## src/hw/rtl/ffea_pkg.sv

```systemverilog
// Package for the first-fit extent allocator: map geometry, field widths,
// command and status codes, and the map control bundle. No dependencies.
`timescale 1ns / 1ps
`default_nettype none

package ffea_pkg;

	localparam int BLOCK_COUNT = 256;
	localparam int MAX_EXTENT  = 4;
	localparam int IDX_W       = (BLOCK_COUNT > 1) ? $clog2(BLOCK_COUNT) : 1;

	localparam int CMD_W   = 2;
	localparam int SIZE_W  = 3;
	localparam int BIDX_W  = 8;
	localparam int STAT_W  = 3;

	localparam logic [CMD_W-1:0] CMD_ALLOC  = 2'd0;
	localparam logic [CMD_W-1:0] CMD_FREE   = 2'd1;
	localparam logic [CMD_W-1:0] CMD_FORMAT = 2'd2;
	// Spare code: ignored, answers ok.
	localparam logic [CMD_W-1:0] CMD_UNUSED = 2'd3;

	localparam logic [STAT_W-1:0] STAT_OK       = 3'd0;
	localparam logic [STAT_W-1:0] STAT_BAD_SIZE = 3'd1;
	localparam logic [STAT_W-1:0] STAT_NO_SPACE = 3'd2;
	localparam logic [STAT_W-1:0] STAT_RANGE    = 3'd3;
	localparam logic [STAT_W-1:0] STAT_NOT_USED = 3'd4;

	// One access to the used map per cycle: the read always, plus set or clear.
	typedef struct packed {
		logic [IDX_W-1:0] addr;
		logic             set;
		logic             clr;
	} map_ctl_t;

endpackage

`default_nettype wire

```

## src/hw/rtl/ffea_map.sv

```systemverilog
// Used/free bitmap of the extent allocator: a memory with one address per
// cycle, registered read data and a single-block set or clear. Uses ffea_pkg.
`timescale 1ns / 1ps
`default_nettype none

module ffea_map (
	input  wire logic               clk,
	input  wire logic               arst_n,
	input  wire ffea_pkg::map_ctl_t ctl,
	output logic                    used
);
	import ffea_pkg::*;

	logic map_q [BLOCK_COUNT];
	logic used_q;

	// No reset on the array: the sequencer clears it after reset.
	always_ff @(posedge clk) begin
		if (ctl.set) begin
			map_q[ctl.addr] <= 1'b1;
		end else if (ctl.clr) begin
			map_q[ctl.addr] <= 1'b0;
		end
	end

	always_ff @(posedge clk or negedge arst_n) begin
		if (!arst_n) begin
			used_q <= 1'b0;
		end else begin
			used_q <= map_q[ctl.addr];
		end
	end

	assign used = used_q;

endmodule

`default_nettype wire

```

## src/hw/rtl/first_fit_extent_allocator.sv

```systemverilog
// Top level of the first-fit extent allocator: command sequencer, scan
// counter and result register around the used map. Uses ffea_pkg, ffea_map.
//
//  channel  | handshake            | fields
//  ---------+----------------------+----------------------------------------
//  command  | start, busy          | command, extent_len, block_index
//  result   | done (strobe)        | status, start_block
//
// Unused code, rejected size, out-of-range free: result in the cycle after the transfer.
// Free: busy in ST_FREE while the map read returns, result registered as it leaves.
// Allocate: one block checked per cycle from block 0, then one marked per cycle; busy
//   while scanning and marking, result registered as the last block is marked or the scan ends.
// Format and reset: a clearing pass over all BLOCK_COUNT blocks (256) with busy high; only
//   format strobes a result at its end. The receiver cannot stall.
`timescale 1ns / 1ps
`default_nettype none

module first_fit_extent_allocator (
	input  wire logic                         clk,
	input  wire logic                         arst_n,
	input  wire logic                         start,
	output logic                              busy,
	input  wire logic [ffea_pkg::CMD_W-1:0]   command,
	input  wire logic [ffea_pkg::SIZE_W-1:0]  extent_len,
	input  wire logic [ffea_pkg::BIDX_W-1:0]  block_index,
	output logic                              done,
	output logic [ffea_pkg::STAT_W-1:0]       status,
	output logic [ffea_pkg::BIDX_W-1:0]       start_block
);
	import ffea_pkg::*;

	typedef enum logic [4:0] {
		ST_IDLE  = 5'b00001,
		ST_SCAN  = 5'b00010,
		ST_MARK  = 5'b00100,
		ST_FREE  = 5'b01000,
		ST_CLEAR = 5'b10000
	} state_t;

	state_t              state_q;
	logic [IDX_W-1:0]    scan_q;     // block under test, freed or cleared
	logic [SIZE_W-1:0]   run_q;      // free blocks seen in a row
	logic [SIZE_W-1:0]   size_q;     // requested extent
	logic [IDX_W-1:0]    mark_q;     // next block to mark used
	logic [SIZE_W-1:0]   left_q;     // blocks still to mark
	logic                fmt_q;      // clearing pass owes a result
	logic                done_q;
	logic [STAT_W-1:0]   status_q;
	logic [BIDX_W-1:0]   start_q;

	map_ctl_t            map_ctl;
	logic                map_used;

	logic                accept;
	logic                size_bad;
	logic                idx_range_bad;
	logic [SIZE_W-1:0]   run_inc;
	logic                run_hit;
	logic [IDX_W-1:0]    fit_start;

	ffea_map u_map (
		.clk    (clk),
		.arst_n (arst_n),
		.ctl    (map_ctl),
		.used   (map_used)
	);

	assign busy   = (state_q != ST_IDLE);
	assign accept = start && !busy;

	assign size_bad      = (extent_len == '0) ||
	                       ({29'd0, extent_len} > 32'(MAX_EXTENT));
	assign idx_range_bad = ({1'b0, block_index} >= (BIDX_W + 1)'(BLOCK_COUNT));

	// Scan unit: grow the free run, compare it with the request.
	// map_used holds the entry of scan_q while scanning.
	assign run_inc   = map_used ? '0 : run_q + SIZE_W'(1);
	assign run_hit   = !map_used && (run_inc == size_q);
	assign fit_start = scan_q - IDX_W'(size_q) + IDX_W'(1);

	// Map port: prime the read while idle, run one block ahead while scanning,
	// then clear the freed block, mark the extent or sweep the map.
	always_comb begin
		map_ctl = '0;
		case (state_q)
			ST_IDLE: begin
				map_ctl.addr = (command == CMD_ALLOC) ? '0 : block_index[IDX_W-1:0];
			end
			ST_SCAN: begin
				map_ctl.addr = scan_q + IDX_W'(1);
			end
			ST_FREE: begin
				map_ctl.addr = scan_q;
				map_ctl.clr  = map_used;
			end
			ST_MARK: begin
				map_ctl.addr = mark_q;
				map_ctl.set  = 1'b1;
			end
			ST_CLEAR: begin
				map_ctl.addr = scan_q;
				map_ctl.clr  = 1'b1;
			end
			default: begin
				map_ctl = '0;
			end
		endcase
	end

	always_ff @(posedge clk or negedge arst_n) begin
		if (!arst_n) begin
			// Sweep the map before the first transfer.
			state_q  <= ST_CLEAR;
			done_q   <= 1'b0;
			scan_q   <= '0;
			run_q    <= '0;
			size_q   <= '0;
			mark_q   <= '0;
			left_q   <= '0;
			fmt_q    <= 1'b0;
			status_q <= STAT_OK;
			start_q  <= '0;
		end else begin
			// The strobe lasts one cycle unless re-raised below.
			done_q <= 1'b0;
			case (state_q)
				ST_IDLE: begin
					if (accept) begin
						start_q <= '0;
						case (command)
							CMD_ALLOC: begin
								if (size_bad) begin
									status_q <= STAT_BAD_SIZE;
									done_q   <= 1'b1;
								end else begin
									size_q  <= extent_len;
									scan_q  <= '0;
									run_q   <= '0;
									state_q <= ST_SCAN;
								end
							end
							CMD_FREE: begin
								if (idx_range_bad) begin
									status_q <= STAT_RANGE;
									done_q   <= 1'b1;
								end else begin
									// Wait for the read of the named block.
									scan_q  <= block_index[IDX_W-1:0];
									state_q <= ST_FREE;
								end
							end
							CMD_FORMAT: begin
								scan_q  <= '0;
								fmt_q   <= 1'b1;
								state_q <= ST_CLEAR;
							end
							default: begin
								// The unused code: nothing to do.
								status_q <= STAT_OK;
								done_q   <= 1'b1;
							end
						endcase
					end
				end
				ST_SCAN: begin
					run_q <= run_inc;
					if (run_hit) begin
						mark_q  <= fit_start;
						left_q  <= size_q;
						start_q <= BIDX_W'(fit_start);
						state_q <= ST_MARK;
					end else if (scan_q == IDX_W'(BLOCK_COUNT - 1)) begin
						// Runs past the end of the map never fit.
						status_q <= STAT_NO_SPACE;
						done_q   <= 1'b1;
						state_q  <= ST_IDLE;
					end else begin
						scan_q <= scan_q + IDX_W'(1);
					end
				end
				ST_FREE: begin
					status_q <= map_used ? STAT_OK : STAT_NOT_USED;
					done_q   <= 1'b1;
					state_q  <= ST_IDLE;
				end
				ST_MARK: begin
					mark_q <= mark_q + IDX_W'(1);
					left_q <= left_q - SIZE_W'(1);
					if (left_q == SIZE_W'(1)) begin
						status_q <= STAT_OK;
						done_q   <= 1'b1;
						state_q  <= ST_IDLE;
					end
				end
				ST_CLEAR: begin
					scan_q <= scan_q + IDX_W'(1);
					if (scan_q == IDX_W'(BLOCK_COUNT - 1)) begin
						// Answer a format; drop the sweep after reset silently.
						status_q <= STAT_OK;
						done_q   <= fmt_q;
						fmt_q    <= 1'b0;
						state_q  <= ST_IDLE;
					end
				end
				default: begin
					state_q <= ST_IDLE;
				end
			endcase
		end
	end

	assign done        = done_q;
	assign status      = status_q;
	assign start_block = start_q;

endmodule

`default_nettype wire

```

## config.mk

```make
export PLATFORM = sky130hd
export DESIGN_NAME = first_fit_extent_allocator
export DESIGN_NICKNAME = d
export VERILOG_FILES = /design/src/hw/rtl/ffea_pkg.sv /design/src/hw/rtl/ffea_map.sv /design/src/hw/rtl/first_fit_extent_allocator.sv
export SDC_FILE = /design/constraint.sdc
export NUM_CORES = 1
export LEC_CHECK = 0
export CAP_MARGIN = 10
export CORE_ASPECT_RATIO = 1.5
export CORE_UTILIZATION = 42
export DETAILED_ROUTE_END_ITERATION = 7
export DONT_BUFFER_PORTS = 1
export SYNTH_ARGS = -nofsm -noshare
export SYNTH_HDL_FRONTEND = slang
export SYNTH_SLANG_ARGS = --single-unit
```

## constraint.sdc

```tcl
create_clock -name clk -period 13.12 [get_ports clk]
set_input_delay 0.656 -clock clk [delete_from_list [all_inputs] [get_ports clk]]
set_output_delay 0.656 -clock clk [all_outputs]
set_load 0.01 [all_outputs]
```

# Word-level counts from Yosys, hierarchy flattened
# Memory sizes are Yosys's and may differ from the RTL's. A register that Yosys moved wholly into a read port is not among the register bits.
# Index checks and enable logic that the tools add are counted.
# W data, S select, Z words.
# op_classes
add_sub_neg,6
n_lt_le_gt_ge,1
eq_ne,25
mux,55
bitwise_logic,2
reduce_logical,23
# ops
operator,count
$mux W8,7
$pmux W8 S3,2
$mux W3,12
$pmux W8 S2,2
$pmux W8 S4,1
$mux W5,5
$add A8 B1 Y8 const B,3
$ne A2 B2 Y1 const B,10
$pmux W5 S4,1
$pmux W3 S2,3
$mux W1,16
$reduce_and A4 Y1,4
$pmux W3 S5,1
$pmux W5 S3,1
$eq A8 B8 Y1 const B,1
$reduce_and A8 Y1,1
$sub A8 B3 Y8,1
$ne A3 B3 Y1 const B,2
$pmux W1 S2,3
$reduce_and A6 Y1,1
$reduce_bool A2 Y1,3
$eq A5 B1 Y1 const B,1
$eq A5 B2 Y1 const B,1
$eq A5 B3 Y1 const B,1
other kinds (25),29
# word_totals
regBits,43
mem_bits_rw,256
output_inout_bits,13
elab_cells,123
memories,1
# memory_table
memory,words,width,rd,rd_ports_with_merged_regs,wr,line,rtl
u_map.map_q,256,1,1,1,1,ffea_map.sv:14,logic map_q [BLOCK_COUNT];

# Longest topological paths before layout
# depth
word_depth,6
ltp_mapped,15
mapped_depth_nobuf,13

# By module
# From an unflattened synthesis, not the netlist that was laid out.
# hier_totals
hier_cells,1114
area_unflattened_um2,14331.2
# by_module_without_submodules
module,instances,cells_each,area_each_um2,seq_area_each_um2
ffea_map,1,769,11157.0,7712.4
first_fit_extent_allocator,1,345,3174.3,1077.3

# Least setup slack after synthesis
# OpenSTA, ideal clock, no wires.
# synth_timing
kind,flip-flop to flip-flop
from,register state_q[4]
to,memory u_map.map_q[0] (data pin)
setup_ns,1.585
arrival_time_ns,8.110
required_ns,11.535
slack_ns,3.425
stages_incl_launch_ff,7
n_path_buf,2
period_less_slack_ns,9.695
cell_sequence,dfstp_2 > buf_2 > buf_1 > nor2_1 > nand3_1 > inv_1 > a21oi_1
# synth_between
elab_chain_cells,6
# synth_rtl
item,line,rtl
from (decl),first_fit_extent_allocator.sv:40,state_t state_q;
from (signal assigned),first_fit_extent_allocator.sv:113,state_q <= ST_CLEAR;
from (signal assigned),first_fit_extent_allocator.sv:139,state_q <= ST_SCAN;
from (signal assigned),first_fit_extent_allocator.sv:149,state_q <= ST_FREE;
$eq A5 B5 Y1 / $eq A5 B4 Y1 (equally long branches),first_fit_extent_allocator.sv:85,case (state_q)
$pmux W1 S2,first_fit_extent_allocator.sv:85,
$mux W1,ffea_map.sv:21,end else if (ctl.clr) begin
$mux W1 *,ffea_map.sv:19,if (ctl.set) begin
$mux W1 (not written as such) *,ffea_map.sv:22,map_q[ctl.addr] <= 1'b0;
$mux W1 (no line) *,--,
to (decl),ffea_map.sv:14,
# Every way passes the cells marked *; elsewhere a longest branch is shown, timed or not.

# Worst setup path after layout
# layout_timing
from,register state_q[4]
to,"register u_map.used_q, in the netlist u_map.used (read register of u_map.map_q)"
# layout_between
elab_chain_cells,3
# layout_rtl
item,line,rtl
$eq A5 B5 Y1 / $eq A5 B4 Y1 (equally long branches),first_fit_extent_allocator.sv:85,
$reduce_or A2 Y1 (no line),--,
$pmux W8 S4 *,first_fit_extent_allocator.sv:85,
to (decl),ffea_map.sv:15,logic used_q;
# Marked as above.
# A chain may end at the register's enable or synchronous reset.

==> results.sh <==
export IMPL_cts_tree="yes"
export IMPL_areaGrowthSynthToFinish_pct=8.06
export IMPL_async_reset_ff_share_pct=14.7
export IMPL_syn_inst=1309
export IMPL_portBuffers=0
export IMPL_combPwrFrac_pct=0.4
export IMPL_worst_slew_pin_slew_ns=1.13
export IMPL_synth_cell_area_sq_mm=0.0146
export IMPL_cp_end_kind="flop"
export IMPL_ios=29
export IMPL_crit_fanout=61
export IMPL_grt_pass1_vias=10100
export IMPL_syn_nets=1348
export IMPL_rsz0062_at_grt="false"
export IMPL_vias=10200
export IMPL_cts_setup_buffers=0
export IMPL_intPower_mw=1.50
export IMPL_worstPathArrival_ns=5.03
export IMPL_routed_wl_microns=39500
export IMPL_period_minus_slack_ns=4.57
export IMPL_ys_seq_elements=300
export IMPL_die_x_microns=154
export IMPL_finalSetupViolations=0
export IMPL_fin_cells=1711
export IMPL_power_share_clock_pct=44.9
export IMPL_fin_hold_ws_ns=0.217
export IMPL_synth_flop_cell="edfxtp_1"
export IMPL_antenna_left=0
export IMPL_power_density_mw_per_mm2=118
export IMPL_leakagePower_nw=4.76
export IMPL_start_kind="flop"
export IMPL_final_nets=1302
export IMPL_worstSkewPairLatency_ns=0.57
export IMPL_yosysWarnings=0
export IMPL_place_area_sq_mm=0.0148
export IMPL_clk_path_buf_depth=3
export IMPL_rows=83
export IMPL_cts_resized=0
export IMPL_first_pass_iters=5
export IMPL_place_hpwl_microns=24200
export IMPL_clkTransAtPathRegs_ns=0.07
export IMPL_coreArea_sq_mm=0.0343
export IMPL_place_inst=1655
export IMPL_die_area_sq_mm=0.0356
export IMPL_via_per_inst=5.95
export IMPL_antenna_found_initial=0
export IMPL_multi_input_area_sq_mm=0.00533
export IMPL_layout_drive_gt1_share_pct=8.16
export IMPL_grt_overflow=0
export IMPL_h_tree_depth=1
export IMPL_skew_ns=0.0106
export IMPL_grt_usage_pct=22.5
export IMPL_dieHeight_microns=231
export IMPL_n_antenna_cell=0
export IMPL_seq_area_frac_synth_pct=60.1
export IMPL_fmax_mhz=219
export IMPL_start_util_pct=42.7
export IMPL_drv_cap=0
export IMPL_setup_tns_ns=0
export IMPL_stdcell_area_sq_mm=0.0158
export IMPL_outcome="finished, final reports clean"
export IMPL_grt_pass1_wl_microns=60100
export IMPL_synth_cell_type_count=76
export IMPL_maxSlewHeadroom_pct=24.8
export IMPL_slew_violations=0
export IMPL_drt_iter0_drc=1135
export IMPL_synth_edf_count=256
export IMPL_drcViolationCount=0
export IMPL_seq_area_sq_mm=0.00879
export IMPL_grt_max_degree=257
export IMPL_period_share_pct=34.9
export IMPL_power_frac_seq_pct=54.7
export IMPL_hold_class="in2reg"
export IMPL_peakVddDrop_mv=0.0927
export IMPL_syn_area_per_cell_sq_um=11.2
export IMPL_dp_slack_ns=8.56
export IMPL_worst_slack_ns=8.55
export IMPL_hold_viol=0
export IMPL_numCtsBuffers=29
export IMPL_crit_required_ns=13.58
export IMPL_crit_type="reg2reg"
export IMPL_routedWlPerCell_microns=23.1
export IMPL_p_switching_mw=0.370
export IMPL_sw_frac_of_total_pct=19.8
export IMPL_place_congestion=0.861
export IMPL_cts_root_buf="clkbuf_16"
export IMPL_cts_sinks=300
export IMPL_fillers=3156
==> worst paths after layout <==
check	start	end	slack, ns	cells after the start
max in group asynchronous	arst_n	state_q[4]	12.20	2
min	extent_len[0]	size_q[0]	0.22	2
min in group asynchronous	arst_n	start_block[4]	0.64	2
max	state_q[4]	u_map.used	8.55	9
max reg2reg	state_q[4]	u_map.used	8.55	9
min reg2reg	run_q[1]	run_q[1]	0.51	1
==> logic make-up (layout without fill, tap and decap cells) <==
logic type               after synthesis  count (layout)  share of synthesized area, %
AND/OR/NAND/NOR                      602             602                          18.1
multiplexers                          89              89                          7.60
adder cells (fa/ha/maj)               23              23                          2.02
buffers and inverters                114              91                          3.64
flip-flops                           300             300                          60.1
XOR/XNOR                              13              13                         0.778
AO/OA/AOI/OAI                        168             168                          7.81
==> flip-flops by register name (all words and copies together), names as in the netlist, 5 cells and up <==
| register | flops |
|---|---|
| scan_q | 8 |
| start_block | 8 |
| state_q | 5 |
| u_map.map_q | 256 |
| mark_q | 8 |
==> per-stage QoR <==
step / util (%) / power (mW)
final: 46.1 / 1.87
after global routing: 46.1 / 1.91
after CTS: 46.1 / 1.88
after detailed placement: 43.3 / 1.04
after global placement: 43.3 / 1.04
after floorplan: - / 1.04
==> what timing repair did <==
item,CTS,global route
endpoints found under the hold margin,44,0
hold buffers,2,0
setup endpoints to repair,0,0
==> cell usage after synthesis (all sizes together) (6+ instances only) <==
cell type | n | area (sq um)
inv | 26 | 97.6
a22oi | 10 | 75.1
mux2i | 57 | 571
dfrtp | 43 | 1080
edfxtp | 256 | 7690
o211ai | 13 | 97.6
nand4 | 19 | 131
mux2 | 16 | 180
mux4 | 16 | 360
nor3 | 6 | 30.0
and2 | 6 | 40.0
a22o | 6 | 52.6
xnor2 | 8 | 70.1
buf | 35 | 236
clkbuf | 53 | 199
nand2 | 168 | 631
nand3 | 59 | 300
a31oi | 9 | 56.3
and3 | 20 | 125
o21ai | 32 | 160
nor2 | 295 | 1140
a21oi | 43 | 215
a311oi | 6 | 52.6
ha | 22 | 275
==> area by class of cell <==
| cell class | count | share of cell area [%] |
|---|---|---|
| Tap cell | 425 | 3.36 |
| Clock buffer | 38 | 5.10 |
| Timing Repair Buffer | 11 | 0.744 |
| Sequential cell | 300 | 55.6 |
| Inverter | 26 | 0.617 |
| Clock inverter | 16 | 0.871 |
| Multi-Input combinational cell | 895 | 33.7 |
==> metal layers <==
metal | GRT usage, % | wire length (microns) | vias up
met1 | 26.3 | 14700 | 5109
met4 | 10.5 | 1670 | 0
met5 | 0 | 0 | -
li1 | - | - | 4627
met3 | 2.63 | 2150 | 83
met2 | 41.2 | 21000 | 353
==> power groups by stage <==
stage / Clock [mW] / Sequential, mW / Combinational (mW)
after floorplan: 0 / 1.04 / 0.00226
after detailed placement: 0 / 1.04 / 0.00367
final: 0.837 / 1.02 / 0.00769
after global placement: 0 / 1.04 / 0.00365
after CTS: 0.852 / 1.02 / 0.00792
after global routing: 0.884 / 1.02 / 0.00866
==> worst max-delay path, stage by stage (launching register included) <==
cell,delay (ns)
dfstp_2,0.74
nor4b_1,0.10
o31ai_1,0.47
and3_4,0.70
buf_4,0.79
mux4_2,0.59
a22oi_1,0.21
nand3_1,0.14
a311o_1,0.39
a32o_1,0.26
==> layout by cell type (no fill, tap or decap), types with 4 or more instances in the layout <==
| cell | n |
|---|---|
| clkinv_1 | 5 |
| and3_1 | 19 |
| nand3_1 | 58 |
| o2111ai_1 | 5 |
| nor2_1 | 289 |
| a22oi_1 | 10 |
| xnor2_1 | 8 |
| nor4_1 | 4 |
| and2_1 | 5 |
| o211ai_1 | 13 |
| dfrtp_1 | 43 |
| mux2i_1 | 57 |
| mux4_2 | 16 |
| and4_1 | 4 |
| buf_4 | 8 |
| mux2_2 | 14 |
| nor4bb_1 | 4 |
| o311ai_1 | 4 |
| clkbuf_4 | 4 |
| nand4_1 | 17 |
| clkinv_2 | 5 |
| nor3_1 | 5 |
| clkbuf_16 | 30 |
| nor2_2 | 5 |
| ha_1 | 22 |
| edfxtp_1 | 256 |
| xor2_1 | 5 |
| o21ai_1 | 5 |
| inv_1 | 26 |
| nand2_1 | 168 |
| a22o_1 | 6 |
| o22ai_1 | 5 |
| a311oi_1 | 6 |
| a21oi_1 | 42 |
| a31oi_1 | 9 |
| o21ai_0 | 27 |
| nor4b_1 | 4 |
No activity file was read; power rests on OpenSTA's default activity.
